File: config.mk
export PLATFORM = sky130hd
export DESIGN_NAME = icmp_reply_field_extractor
export DESIGN_NICKNAME = d
export VERILOG_FILES = /design/src/rtl/icmp_rfe_pkg.sv /design/src/rtl/icmp_rfe_cfg.sv /design/src/rtl/icmp_rfe_core.sv /design/src/rtl/icmp_reply_field_extractor.sv
export SDC_FILE = /design/constraint.sdc
export NUM_CORES = 1
export LEC_CHECK = 0
export BUFFER_PORTS_ARGS = -buffer_cell sky130_fd_sc_hd__buf_2
export CORE_MARGIN = 2
export CORE_UTILIZATION = 55
export CTS_BUF_LIST = sky130_fd_sc_hd__clkbuf_8
export CTS_CLUSTER_SIZE = 8
export DETAILED_ROUTE_END_ITERATION = 7
export HOLD_SLACK_MARGIN = 0.05
export PLACE_DENSITY = 0.73
export SLEW_MARGIN = 20
export SYNTH_ARGS = -nofsm -noshare
export SYNTH_HDL_FRONTEND = slang
export SYNTH_SLANG_ARGS = --single-unit
File: constraint.sdc
create_clock -name clk -period 6.3 [get_ports clk]
set_input_delay 0.945 -clock clk [delete_from_list [all_inputs] [get_ports clk]]
set_output_delay 0.945 -clock clk [all_outputs]
set_load 0.05 [all_outputs]
File: src/rtl/icmp_rfe_pkg.sv
package icmp_rfe_pkg;

	localparam int MAX_PACKET_BYTES_DEF = 65535;

	localparam int WORD_BYTES = 4;
	localparam int QUOTE_SKIP = 8;

	// ICMP type codes
	localparam logic [7:0] TYPE_ECHO_REPLY    = 8'd0;
	localparam logic [7:0] TYPE_TIME_EXCEEDED = 8'd11;

	// result kinds
	localparam logic [1:0] KIND_ECHO_REPLY    = 2'd0;
	localparam logic [1:0] KIND_TIME_EXCEEDED = 2'd1;
	localparam logic [1:0] KIND_UNEXPECTED    = 2'd2;

	// configuration register byte addresses
	localparam logic [2:0] ADDR_EXPECTED_SEQ = 3'd0;

	localparam int OUT_DATA_W = 40;

	typedef struct packed {
		logic [1:0]  packet_kind;
		logic [15:0] ident;
		logic [15:0] sequence_res;
		logic        seq_match;
		logic        truncated;
	} rfe_result_t;

endpackage

File: src/rtl/icmp_rfe_cfg.sv
module icmp_rfe_cfg (
	input  logic        clk,
	input  logic        arst_n,
	input  logic        psel,
	input  logic        penable,
	input  logic        pwrite,
	input  logic [2:0]  paddr,
	input  logic [31:0] pwdata,
	output logic [31:0] prdata,
	output logic        pready,
	output logic [15:0] expected_seq
);

	logic [15:0] expected_seq_q;
	logic        sel_seq;

	// decode on the word index; byte-lane bits are don't care
	assign sel_seq = (paddr[2] == icmp_rfe_pkg::ADDR_EXPECTED_SEQ[2]);
	assign pready  = 1'b1;

	always_ff @(posedge clk or negedge arst_n) begin
		if (!arst_n) begin
			expected_seq_q <= 16'd1;
		end else if (psel && penable && pwrite && pready && sel_seq) begin
			expected_seq_q <= pwdata[15:0];
		end
	end

	assign prdata       = sel_seq ? {16'd0, expected_seq_q} : 32'd0;
	assign expected_seq = expected_seq_q;

endmodule

File: src/rtl/icmp_rfe_core.sv
module icmp_rfe_core #(
	parameter int MAX_PACKET_BYTES = icmp_rfe_pkg::MAX_PACKET_BYTES_DEF
) (
	input  logic                      clk,
	input  logic                      arst_n,
	input  logic                      en,
	input  logic [7:0]                data_byte,
	input  logic                      last_byte,
	input  logic [15:0]               expected_seq,
	output logic                      res_valid,
	output icmp_rfe_pkg::rfe_result_t res
);

	localparam int PosW = $clog2(MAX_PACKET_BYTES + 1);
	localparam int CW   = (PosW > 9) ? PosW : 9;

	logic [PosW-1:0] pos_q, pos_d;
	logic [5:0]      start_q, start_d;
	logic [7:0]      inner_q, inner_d;
	logic [7:0]      type_q, type_d;
	logic [15:0]     ident_q, ident_d;
	logic [15:0]     seq_q, seq_d;
	logic            fc_q, fc_d;

	logic [CW-1:0]   pos_w, start_w, base_w, inner_sum;
	logic            active, after_type, is_echo, is_te, take, quote_hdr, type_seen;

	always_comb begin
		active  = pos_q < PosW'(MAX_PACKET_BYTES);
		start_d = (pos_q == '0) ? {data_byte[3:0], 2'b00} : start_q;
		pos_w   = CW'(pos_q);
		start_w = CW'(start_d);
		type_d  = (active && pos_w == start_w) ? data_byte : type_q;
		if (!active) start_d = start_q;

		is_echo    = (type_q == icmp_rfe_pkg::TYPE_ECHO_REPLY);
		is_te      = (type_q == icmp_rfe_pkg::TYPE_TIME_EXCEEDED);
		after_type = active && (pos_w > start_w) && !fc_q;
		quote_hdr  = after_type && is_te && (pos_w == start_w + CW'(icmp_rfe_pkg::QUOTE_SKIP));
		take       = after_type && (is_echo ||
			(is_te && pos_w > start_w + CW'(icmp_rfe_pkg::QUOTE_SKIP)));
		base_w     = is_echo ? start_w : CW'(inner_q);

		// inner header offset: at most 68 + 60, fits eight bits
		inner_sum = pos_w + CW'({data_byte[3:0], 2'b00});
		inner_d   = quote_hdr ? inner_sum[7:0] : inner_q;

		ident_d = ident_q;
		seq_d   = seq_q;
		fc_d    = fc_q;
		if (take) begin
			if (pos_w == base_w + CW'(4)) begin
				ident_d[7:0] = data_byte;
			end else if (pos_w == base_w + CW'(5)) begin
				ident_d[15:8] = data_byte;
			end else if (pos_w == base_w + CW'(6)) begin
				seq_d[7:0] = data_byte;
			end else if (pos_w == base_w + CW'(7)) begin
				seq_d[15:8] = data_byte;
				fc_d = 1'b1;
			end
		end

		pos_d = active ? pos_q + PosW'(1) : pos_q;

		// result, built from the state as updated by this item
		type_seen        = CW'(pos_d) > start_w;
		res              = '0;
		res.packet_kind  = icmp_rfe_pkg::KIND_UNEXPECTED;
		if (!type_seen) begin
			res.truncated = 1'b1;
		end else if (type_d == icmp_rfe_pkg::TYPE_ECHO_REPLY ||
			type_d == icmp_rfe_pkg::TYPE_TIME_EXCEEDED) begin
			res.packet_kind = (type_d == icmp_rfe_pkg::TYPE_ECHO_REPLY) ?
				icmp_rfe_pkg::KIND_ECHO_REPLY : icmp_rfe_pkg::KIND_TIME_EXCEEDED;
			if (fc_d) begin
				res.ident        = ident_d;
				res.sequence_res = seq_d;
				res.seq_match    = (seq_d == expected_seq);
			end else begin
				res.truncated = 1'b1;
			end
		end
	end

	assign res_valid = en && last_byte;

	always_ff @(posedge clk or negedge arst_n) begin
		if (!arst_n) begin
			pos_q   <= '0;
			start_q <= '0;
			inner_q <= '0;
			type_q  <= '0;
			ident_q <= '0;
			seq_q   <= '0;
			fc_q    <= 1'b0;
		end else if (en) begin
			if (last_byte) begin
				pos_q   <= '0;
				start_q <= '0;
				inner_q <= '0;
				type_q  <= '0;
				ident_q <= '0;
				seq_q   <= '0;
				fc_q    <= 1'b0;
			end else begin
				pos_q   <= pos_d;
				start_q <= start_d;
				inner_q <= inner_d;
				type_q  <= type_d;
				ident_q <= ident_d;
				seq_q   <= seq_d;
				fc_q    <= fc_d;
			end
		end
	end

	a_clear_after_last: assert property (@(posedge clk) disable iff (!arst_n)
		en && last_byte |=> pos_q == '0 && !fc_q)
		else $error("packet state not cleared after last byte");

	a_fields_need_known_type: assert property (@(posedge clk) disable iff (!arst_n)
		fc_q |-> (type_q == icmp_rfe_pkg::TYPE_ECHO_REPLY ||
			type_q == icmp_rfe_pkg::TYPE_TIME_EXCEEDED))
		else $error("fields complete on unexpected ICMP type");

	a_pos_saturates: assert property (@(posedge clk) disable iff (!arst_n)
		pos_q <= PosW'(MAX_PACKET_BYTES))
		else $error("byte position past saturation limit");

endmodule

File: src/rtl/icmp_reply_field_extractor.sv
// ICMP reply field extractor: takes one received IPv4 packet a byte per item on the
// s_ side (tdata = byte, tlast on the final byte) and returns one result item per
// packet on the m_ side, from an output register loaded as the core takes the final
// byte. It accepts a byte every cycle; the only stall is a finished result still
// held in the output register, blocking the next final byte. Per-packet state is
// one set of offset registers updated by compares with the running byte position,
// which saturates at MAX_PACKET_BYTES. expected_seq is at APB address 0 (reset 1).
module icmp_reply_field_extractor #(
	parameter int MAX_PACKET_BYTES = icmp_rfe_pkg::MAX_PACKET_BYTES_DEF
) (
	input  logic        clk,
	input  logic        arst_n,
	input  logic        s_tvalid,
	output logic        s_tready,
	input  logic [7:0]  s_tdata,  // [7:0] data_byte
	input  logic        s_tlast,  // last_byte
	output logic        m_tvalid,
	input  logic        m_tready,
	output logic [icmp_rfe_pkg::OUT_DATA_W-1:0] m_tdata,
	// [15:0] ident, [31:16] sequence_res, [32] seq_match, [33] truncated, [39:34] zero
	output logic [1:0]  m_tuser,  // [1:0] packet_kind
	input  logic        psel,
	input  logic        penable,
	input  logic        pwrite,
	input  logic [2:0]  paddr,
	input  logic [31:0] pwdata,
	output logic [31:0] prdata,
	output logic        pready
);

	logic                      valid_s1;
	logic [7:0]                data_s1;
	logic                      last_s1;
	logic                      valid_s2;
	icmp_rfe_pkg::rfe_result_t res_s2;
	icmp_rfe_pkg::rfe_result_t res;
	logic                      res_valid;
	logic                      en;
	logic [15:0]               expected_seq;

	icmp_rfe_cfg u_cfg (
		.clk          (clk),
		.arst_n       (arst_n),
		.psel         (psel),
		.penable      (penable),
		.pwrite       (pwrite),
		.paddr        (paddr),
		.pwdata       (pwdata),
		.prdata       (prdata),
		.pready       (pready),
		.expected_seq (expected_seq)
	);

	// a non-final byte never needs the output register
	assign en       = valid_s1 && (!last_s1 || !valid_s2 || m_tready);
	assign s_tready = !valid_s1 || en;

	always_ff @(posedge clk or negedge arst_n) begin
		if (!arst_n) begin
			valid_s1 <= 1'b0;
		end else if (s_tready) begin
			valid_s1 <= s_tvalid;
		end
	end

	always_ff @(posedge clk) begin
		if (s_tvalid && s_tready) begin
			data_s1 <= s_tdata;
			last_s1 <= s_tlast;
		end
	end

	icmp_rfe_core #(
		.MAX_PACKET_BYTES (MAX_PACKET_BYTES)
	) u_core (
		.clk          (clk),
		.arst_n       (arst_n),
		.en           (en),
		.data_byte    (data_s1),
		.last_byte    (last_s1),
		.expected_seq (expected_seq),
		.res_valid    (res_valid),
		.res          (res)
	);

	always_ff @(posedge clk or negedge arst_n) begin
		if (!arst_n) begin
			valid_s2 <= 1'b0;
		end else if (res_valid) begin
			valid_s2 <= 1'b1;
		end else if (m_tready) begin
			valid_s2 <= 1'b0;
		end
	end

	always_ff @(posedge clk) begin
		if (res_valid) begin
			res_s2 <= res;
		end
	end

	assign m_tvalid = valid_s2;
	assign m_tuser  = res_s2.packet_kind;
	assign m_tdata  = {6'd0, res_s2.truncated, res_s2.seq_match,
		res_s2.sequence_res, res_s2.ident};

	a_trunc_no_match: assert property (@(posedge clk) disable iff (!arst_n)
		valid_s2 |-> !(res_s2.truncated && res_s2.seq_match))
		else $error("truncated result flagged as sequence match");

	a_match_known_kind: assert property (@(posedge clk) disable iff (!arst_n)
		valid_s2 && res_s2.seq_match |->
		res_s2.packet_kind != icmp_rfe_pkg::KIND_UNEXPECTED)
		else $error("sequence match on unexpected kind");

endmodule
==> results.sh, run 1 <==
export IMPL_status="finished, final reports clean"
export IMPL_synth_seq_area_share_pct=40.9
export IMPL_area_delta_synth_final_pct=11.1
export IMPL_cts_setup_buffers=0
export IMPL_start_util_pct=55.7
export IMPL_worst_setup_path_start_kind="register"
export IMPL_finalNonFillerCells=1287
export IMPL_route_detailed_drc=0
export IMPL_critPathSlowestCell="or4_4"
export IMPL_synth_edff_count=45
export IMPL_htree_num_levels=4
export IMPL_crit_top_cell="nor4_2"
export IMPL_skew_ps=15.4
export IMPL_rsz0062_at_grt="false"
export IMPL_core_region_area_sq_mm=0.0157
export IMPL_yosys_most_used_dff="dfrtp_1"
export IMPL_cts_made_buffers=17
export IMPL_drt_antenna_violating_nets=0
export IMPL_p_leak_nw=4.13
export IMPL_top_usage_layer="met2"
export IMPL_tightest_slew_ps=1070
export IMPL_drv_slew=0
export IMPL_setup_tns_final_ps=0
export IMPL_hold_viol=0
export IMPL_arrival_ps=5970
export IMPL_grt_pass1_wl_microns=38500
export IMPL_io_buffers=86
export IMPL_path_class="reg2reg"
export IMPL_die_h_microns=130
export IMPL_period_minus_slack_ps=5680
export IMPL_synthTopCellsByCount="123 x nand2_1, 88 x dfrtp_1, 87 x o21ai_0, 82 x nor2_1, 64 x a21oi_1"
export IMPL_yosysTopAreaCellShare_pct=25.2
export IMPL_syn_inst=988
export IMPL_ys_ff_latch=134
export IMPL_synthDistinctLibCells=80
export IMPL_setup_viol=0
export IMPL_crit_start="u_core.pos_q[0]"
export IMPL_holdPathStages=2
export IMPL_yosys_area_top_type="dfrtp_1"
export IMPL_path_max_fanout=12
export IMPL_grt_pass1_vias=7145
export IMPL_slew_headroom_pct=28.4
export IMPL_ff2ff_setup_slack_ps=620
export IMPL_r2r_end="m_tdata[32]"
export IMPL_cts_buffer_depth=2
export IMPL_cp_endpoint="m_tdata[32]"
export IMPL_cts_sinks=134
export IMPL_synth_most_common_cell="nand2_1"
export IMPL_grtUsageMet2_pct=45.0
export IMPL_dp_cells=1255
export IMPL_crit_chain="inv_1, ha_1, or4b_1, or4_4, mux2i_1, ha_1, nand2_1, nor4_1, nor3_1, nor4_1, nor4_2, nand2_1, nor4_2, buf_4, mux2_2, a211o_1, nor4_2"
export IMPL_overflow=0
export IMPL_reg2reg_from="u_core.pos_q[0]"
export IMPL_ir_drop_mv=0.206
export IMPL_synth_area_sq_mm=0.00875
export IMPL_grtUsageMet3_pct=6.23
export IMPL_grt_max_degree=46
export IMPL_fin_crit_sh_pct=90.1
export IMPL_fmax_ghz=0.176
export IMPL_rr_worst_depth=17
export IMPL_grtUsageMet1_pct=43.0
export IMPL_final_area_sq_mm=0.00972
export IMPL_antenna_found_initial=0
export IMPL_num_rows=46
export IMPL_cp_end_kind="register"
export IMPL_hp_class="reg2reg"
export IMPL_place_area_sq_mm=0.00929
export IMPL_synth_warnings=0
export IMPL_drive_above_1_share_pct=17.2
export IMPL_clk_pin_slew_worst_paths_ps=80
export IMPL_insertion_delay_ps=470
export IMPL_ctsHoldBuffers=0
export IMPL_routed_wl_microns=24900
export IMPL_first_pass_iters=5
export IMPL_routed_via_density=6.05
export IMPL_dp_hpwl_microns=17200
export IMPL_die_w_microns=130
export IMPL_cts_tree="yes"
export IMPL_syn_area_per_cell_sq_um=8.86
export IMPL_ios=128
export IMPL_ys_async_sr_fraction_pct=66.4
export IMPL_nNetsFinal=1128
export IMPL_fp_dieArea_sq_mm=0.0169
export IMPL_vias=7780
export IMPL_p_per_area_mw_per_mm2=328
export IMPL_routabilityCongestion=0.967
export IMPL_synth_area_leaders="dfrtp_1 25%, edfxtp_1 15%, nand2_1 5.3%"
export IMPL_antenna_cells=0
export IMPL_drtIter0Drc=791
export IMPL_cts_resized=0
export IMPL_grt_usage_pct=29.9
export IMPL_wl_per_cell_microns=19.3
export IMPL_cts_root_buffer="clkbuf_8"
export IMPL_maxCapViolations=0
export IMPL_worst_path_largest_cell_delay_ps=640
export IMPL_critPathRequiredTime_ps=6590
-- cell families (layout without fill, tap and decap cells) --
group	after synthesis	count (layout)	synth area share, %
AOI/OAI and AO/OA	243	243	16.9
xor gates and xnor gates	42	42	4.20
adders and majority gates	19	19	2.80
buffers and inverters	114	176	6.51
DFF	134	134	40.9
muxes	57	57	7.02
other	2	23	0.0858
and+or+nand+nor	377	377	21.6
-- registers in the layout, indices dropped and copies added, names as in the netlist --
register            cells
m_tuser                 2
u_core.type_q           8
u_core.seq_q           16
data_s1                 8
valid_s1                1
m_tvalid                1
u_core.start_q          6
last_s1                 1
u_core.ident_q         16
u_cfg.expected_seq     16
u_core.pos_q           16
u_core.inner_q          8
m_tdata                34
u_core.fc_q             1
-- where the power goes --
group	switching (mW)	internal [mW]
logic	0.870	0.472
clock network	0.370	0.434
registers	0.0766	0.964
total	1.32	1.87
-- layout by cell type, fill, tap and decap left out, drive strengths merged, types with 16 or more instances in the layout --
cell type / Yosys / layout
conb: 2 / 23
nor4: 22 / 22
xor2: 16 / 16
nand3: 21 / 21
a21oi: 64 / 64
dfrtp: 88 / 88
o21ai: 92 / 92
clkbuf: 46 / 17
ha: 18 / 18
nand2b: 19 / 19
edfxtp: 45 / 45
nor2b: 17 / 17
inv: 31 / 35
nor3: 25 / 25
nor2: 82 / 82
xnor2: 26 / 26
nand2: 123 / 123
mux2i: 34 / 34
buf: 36 / 112
mux2: 22 / 22
-- metal layers --
layer	vias to the layer above	share of wire (%)
met5	-	0
met3	47	8.7
met1	3734	44
li1	3635	-
met2	364	45
met4	0	2.1
-- stage by stage --
step | power, mW | utilization (%) | setup slack (ps) | hold slack (ps)
4_1_cts | 3.16 | 61.9 | 679 | 487
3_5_place_dp | 2.36 | 59.1 | 727 | 470
3_3_place_gp | 2.35 | 59.1 | 780 | 462
5_1_grt | 3.36 | 61.9 | 273 | 510
2_1_floorplan | 2.02 | - | 969 | 449
6_report | 3.19 | 61.9 | 621 | 484
-- cell type report --
class                           instances  area (sq um)
Sequential cell                       134          3580
Clock buffer                           17           234
Multi-Input combinational cell        761          4690
Fill cell                            1390          5990
Clock inverter                         15           201
Timing Repair Buffer                  112           628
Inverter                               32           120
Tap cell                              216           270
-- worst min path at each step --
stage,from,end,slack [ps]
3_5_place_dp,u_core.ident_q[14],u_core.ident_q[14],470
5_1_grt,u_core.ident_q[1],u_core.ident_q[1],510
6_report,u_core.ident_q[11],u_core.ident_q[11],480
3_3_place_gp,u_core.ident_q[2],u_core.ident_q[2],460
2_1_floorplan,u_core.ident_q[12],u_core.ident_q[12],450
4_1_cts,u_core.ident_q[14],u_core.ident_q[14],490
-- worst max-delay path, delay by kind of cell, from the launching register on --
kind	cells	cell delay [ps]
AND/OR/NAND/NOR	10	2940
multiplexers	2	840
adder cells (fa/ha/maj)	2	540
flip-flops	1	390
buffers and inverters	2	470
AO/OA/AOI/OAI	1	320
(Power assumes the default switching activity.)
==> run 2, diff against run 1 <==
--- a/config.mk
+++ b/config.mk
@@ -12,7 +12,8 @@
 export CTS_CLUSTER_SIZE = 8
 export DETAILED_ROUTE_END_ITERATION = 7
 export HOLD_SLACK_MARGIN = 0.05
-export PLACE_DENSITY = 0.73
+export MAX_ROUTING_LAYER = met4
+export PLACE_DENSITY = 0.8
 export SLEW_MARGIN = 20
 export SYNTH_ARGS = -nofsm -noshare
 export SYNTH_HDL_FRONTEND = slang
==> run 2 against run 1 <==
Against the previous run: non-clock buffer count decreased by 1; combinational power about the same; setup slack improved by 20 ps; sequential share of layout area grew 0.20 points; via count grew 1.7%; clock power decreased by 7.3%; maximum frequency up 0.35%; register-to-register slack improved by 20 ps; first-iteration DRC count rose by 10%; highest routed layer unchanged.
==> results.sh, run 2 (same netlist as run 1, synthesis figures left out) <==
export IMPL_fin_crit_sh_pct=89.8
export IMPL_drive_above_1_share_pct=16.9
export IMPL_overflow=0
export IMPL_cp_end_kind="register"
export IMPL_rsz0062_at_grt="false"
export IMPL_cts_made_buffers=17
export IMPL_critPathRequiredTime_ps=6600
export IMPL_nNetsFinal=1127
export IMPL_num_rows=46
export IMPL_htree_num_levels=4
export IMPL_path_max_fanout=14
export IMPL_clk_pin_slew_worst_paths_ps=90
export IMPL_cts_resized=0
export IMPL_grt_pass1_wl_microns=39000
export IMPL_routabilityCongestion=0.994
export IMPL_final_common_cell="nand2_1"
export IMPL_vias=7909
export IMPL_final_area_sq_mm=0.00967
export IMPL_drt_antenna_violating_nets=0
export IMPL_dp_cells=1254
export IMPL_setup_viol=0
export IMPL_ctsHoldBuffers=0
export IMPL_core_region_area_sq_mm=0.0157
export IMPL_die_h_microns=130
export IMPL_antenna_cells=0
export IMPL_area_delta_synth_final_pct=10.5
export IMPL_arrival_ps=5960
export IMPL_skew_ps=14.4
export IMPL_die_w_microns=130
export IMPL_place_area_sq_mm=0.00928
export IMPL_worst_setup_path_start_kind="register"
export IMPL_routed_wl_microns=24800
export IMPL_cts_root_buffer="clkbuf_8"
export IMPL_maxCapViolations=0
export IMPL_cts_sinks=134
export IMPL_grt_max_degree=57
export IMPL_finalNonFillerCells=1286
export IMPL_fp_dieArea_sq_mm=0.0169
export IMPL_dp_hpwl_microns=17000
export IMPL_status="finished, final reports clean"
export IMPL_grt_usage_pct=31.0
export IMPL_slew_headroom_pct=28.7
export IMPL_antenna_found_initial=0
export IMPL_first_pass_iters=5
export IMPL_hp_class="in2async"
export IMPL_ir_drop_mv=0.211
export IMPL_cts_buffer_depth=2
export IMPL_totalPowerFinal_mw=3.12
export IMPL_io_buffers=86
export IMPL_ios=128
export IMPL_drtIter0Drc=874
export IMPL_wl_per_cell_microns=19.3
export IMPL_final_cell_mix="123 x nand2_1, 88 x dfrtp_1, 87 x o21ai_0"
export IMPL_setup_tns_final_ps=0
export IMPL_start_util_pct=55.7
export IMPL_drv_slew=0
export IMPL_largest_register_ffs=34
export IMPL_cts_tree="yes"
export IMPL_grt_pass1_vias=7339
export IMPL_p_per_area_mw_per_mm2=322
export IMPL_period_minus_slack_ps=5660
export IMPL_route_detailed_drc=0
export IMPL_whs_ps=425
export IMPL_hold_viol=0
export IMPL_fmax_ghz=0.177
export IMPL_path_class="reg2reg"
export IMPL_insertion_delay_ps=470
export IMPL_cts_setup_buffers=0
export IMPL_tightest_slew_ps=1070
export IMPL_routed_via_density=6.15
export IMPL_p_leak_nw=4.11
==> run 2: changes by cell type in the layout (fill, tap and decap cells not counted), sizes merged <==
| cell | before | now |
|---|---|---|
| clkbuf | 17 | 18 |
| bufinv | 4 | 2 |
| buf | 112 | 111 |
| inv | 35 | 36 |
==> run 2: worst paths after layout <==
kind | start | end | slack, ps | cells after the start
min in group clk | u_core.ident_q[6] | u_core.ident_q[6] | 490 | 2
max | u_core.pos_q[0] | m_tdata[32] | 640 | 18
min reg2reg | u_core.ident_q[6] | u_core.ident_q[6] | 490 | 2
max in group asynchronous | arst_n | u_core.ident_q[9] | 4760 | 2
min | arst_n | u_core.inner_q[0] | 420 | 1
max reg2reg | u_core.pos_q[0] | m_tdata[32] | 640 | 18
==> run 2: worst max-delay path, stage by stage (launching register included) <==
cell	delay, ps
dfrtp_1	400
inv_1	190
ha_1	200
or4b_1	530
or4_4	640
mux2i_1	460
ha_1	340
nand2_1	100
nor4_1	50
nor3_1	300
nor4_1	130
nor4_2	420
nand3_2	130
and4bb_1	680
buf_4	280
mux2i_1	250
nor2_1	70
nand4b_1	180
nor4_2	140
==> run 2: routing by layer <==
layer	wire length [microns]	track usage [%]
met1	10700	43.2
met2	11100	44.8
met3	2450	5.95
met4	561	11.8
met5	0	-
==> run 2: metrics by stage <==
stage	utilization, %	worst slack (ps)
2_1_floorplan	-	969
3_3_place_gp	59.0	870
3_5_place_dp	59.0	761
4_1_cts	61.5	700
5_1_grt	61.5	272
6_report	61.5	640
==> run 2: cell type report <==
| cell class | count | area (sq um) |
|---|---|---|
| fillers | 1321 | 6040 |
| multi-input cells | 761 | 4690 |
| flip-flops and latches | 134 | 3580 |
| repair buffers | 111 | 621 |
| well taps | 216 | 270 |
| clock buffers | 18 | 248 |
| clock inverters | 14 | 143 |
| inverters | 32 | 120 |
==> run 2: power by group <==
part / switching [mW] / internal, mW / total, mW
Combinational: 0.859 / 0.470 / 1.33
Clock: 0.382 / 0.364 / 0.745
Sequential: 0.0797 / 0.964 / 1.04
Total: 1.32 / 1.80 / 3.12
==> run 3, diff against run 2 <==
--- a/config.mk
+++ b/config.mk
@@ -6,14 +6,14 @@
 export NUM_CORES = 1
 export LEC_CHECK = 0
 export BUFFER_PORTS_ARGS = -buffer_cell sky130_fd_sc_hd__buf_2
-export CORE_MARGIN = 2
-export CORE_UTILIZATION = 55
+export CORE_MARGIN = 1.5
+export CORE_UTILIZATION = 40
 export CTS_BUF_LIST = sky130_fd_sc_hd__clkbuf_8
 export CTS_CLUSTER_SIZE = 8
 export DETAILED_ROUTE_END_ITERATION = 7
 export HOLD_SLACK_MARGIN = 0.05
 export MAX_ROUTING_LAYER = met4
-export PLACE_DENSITY = 0.8
+export PLACE_DENSITY = 0.62
 export SLEW_MARGIN = 20
 export SYNTH_ARGS = -nofsm -noshare
 export SYNTH_HDL_FRONTEND = slang
==> run 3 against run 2 <==
Against the previous run: largest power group unchanged; non-clock buffer count unchanged; core utilization decreased by 16 points; worst hold slack got worse by 52 ps; die area increased by 34%; register-to-register slack got worse by 240 ps; largest cell class unchanged; total power decreased by 1.3%.
==> results.sh, run 3 (same netlist as run 1, synthesis figures left out) <==
export IMPL_dp_hpwl_microns=18100
export IMPL_vias=7761
export IMPL_drtIter0Drc=613
export IMPL_routed_via_density=5.77
export IMPL_r2r_end="m_tdata[32]"
export IMPL_num_fill_cells=2085
export IMPL_slew_headroom_pct=25.0
export IMPL_fp_dieArea_sq_mm=0.0228
export IMPL_totalPowerFinal_mw=3.08
export IMPL_area_delta_synth_final_pct=11.4
export IMPL_reg2reg_from="u_core.pos_q[0]"
export IMPL_ir_drop_mv=0.178
export IMPL_fin_crit_sh_pct=93.6
export IMPL_ff2ff_setup_slack_ps=400
export IMPL_wl_per_cell_microns=19.3
export IMPL_antenna_cells=0
export IMPL_setup_viol=0
export IMPL_ios=128
export IMPL_critPathRequiredTime_ps=6590
export IMPL_num_rows=53
export IMPL_routabilityCongestion=0.959
export IMPL_rsz0062_at_grt="false"
export IMPL_cts_buffer_depth=2
export IMPL_p_per_area_mw_per_mm2=316
export IMPL_die_w_microns=151
export IMPL_setup_tns_final_ps=0
export IMPL_grt_usage_pct=24.1
export IMPL_status="finished, final reports clean"
export IMPL_drv_slew=0
export IMPL_fmax_ghz=0.170
export IMPL_ff_latch_area_sq_mm=0.00358
export IMPL_worst_setup_path_start_kind="register"
export IMPL_route_detailed_drc=0
export IMPL_arrival_ps=6180
export IMPL_tightest_slew_ps=1130
export IMPL_hp_class="in2async"
export IMPL_multi_input_area_sq_mm=0.00469
export IMPL_nNetsFinal=1127
export IMPL_finalNonFillerCells=1344
export IMPL_drive_above_1_share_pct=17.1
export IMPL_io_buffers=86
export IMPL_period_minus_slack_ps=5900
export IMPL_grt_pass1_wl_microns=40500
export IMPL_path_max_fanout=13
export IMPL_largest_register_ffs=34
export IMPL_drt_antenna_violating_nets=0
export IMPL_antenna_found_initial=0
export IMPL_dp_cells=1313
export IMPL_start_util_pct=41.2
export IMPL_cts_tree="yes"
export IMPL_whs_ps=372
export IMPL_crit_start="u_core.pos_q[0]"
export IMPL_insertion_delay_ps=460
export IMPL_grt_max_degree=69
export IMPL_hold_viol=0
export IMPL_rr_worst_depth=17
export IMPL_clk_pin_slew_worst_paths_ps=90
export IMPL_htree_num_levels=4
export IMPL_cts_sinks=134
export IMPL_cts_root_buffer="clkbuf_8"
export IMPL_routed_wl_microns=25900
export IMPL_path_class="reg2reg"
export IMPL_die_h_microns=151
export IMPL_cts_made_buffers=17
export IMPL_core_region_area_sq_mm=0.0212
export IMPL_final_common_cell="nand2_1"
export IMPL_cp_end_kind="register"
export IMPL_first_pass_iters=5
export IMPL_p_leak_nw=4.10
export IMPL_skew_ps=15.4
export IMPL_maxCapViolations=0
export IMPL_final_cell_mix="123 x nand2_1, 88 x dfrtp_1, 87 x o21ai_0"
export IMPL_grt_pass1_vias=7200
export IMPL_overflow=0
## run 3: changes by cell type in the layout (fill, tap and decap cells not counted), sizes merged
cell / change
bufinv: -1
clkbuf: -1
clkinvlp: -1
inv: +2
## run 3: how the worst max path moves through the flow
| stage | endpoint | slack (ps) | depth (start not counted) |
|---|---|---|---|
| global route | m_tdata[32] | 90 | 18 |
| floorplan | m_tdata[32] | 970 | 23 |
| CTS | m_tdata[32] | 350 | 18 |
| detailed placement | m_tdata[32] | 380 | 18 |
| global placement | m_tdata[32] | 490 | 18 |
| finish | m_tdata[32] | 400 | 17 |
## run 3: report_power, final
group | leakage, nW | internal (mW) | switching, mW
Sequential | 1.63 | 0.964 | 0.0806
Combinational | 2.27 | 0.470 | 0.856
Clock | 0.195 | 0.322 | 0.384
Total | 4.10 | 1.76 | 1.32
## run 3: layout make-up
class / count / share of cell area (%)
flip-flops and latches: 134 / 36.7
repair buffers: 111 / 6.50
clock buffers: 17 / 2.40
well taps: 275 / 3.53
inverters: 32 / 1.23
multi-input cells: 761 / 48.1
clock inverters: 14 / 1.46
## run 3: critical path, cell delays in order (launching register included)
cell and delay, ps:
dfrtp_1 550, inv_1 240, ha_1 210, or4b_1 560
or4_4 650, mux2i_2 370, ha_1 320, nand2_1 110
nor4_1 50, nor3_1 320, nor4_1 140, nor4_2 450
nand2_1 170, nor4_2 400, buf_4 290, mux2_2 370
a211o_1 310, nor4_2 230
## run 3: metal layers
metal | share of wire, % | wire length, microns | GRT usage [%]
met1 | 46 | 11900 | 33.2
met3 | 6.3 | 1630 | 4.34
met2 | 46 | 11800 | 36.0
met4 | 1.9 | 488 | 7.72
met5 | 0 | 0 | -
## run 3: per-stage QoR
step / setup WS, ps / util [%] / instance area, sq um
floorplan: 969 / - / 8830
global placement: 492 / 44.1 / 9360
detailed placement: 380 / 44.1 / 9360
CTS: 353 / 45.9 / 9740
global route: 86.1 / 45.9 / 9740
finish: 403 / 45.9 / 9740
## run 3: what timing repair did
action	CTS	global route
resized for setup	0	2
hold endpoints to repair	0	0
buffers inserted	0	0
hold buffers	0	0
endpoints found under the setup margin	0	1
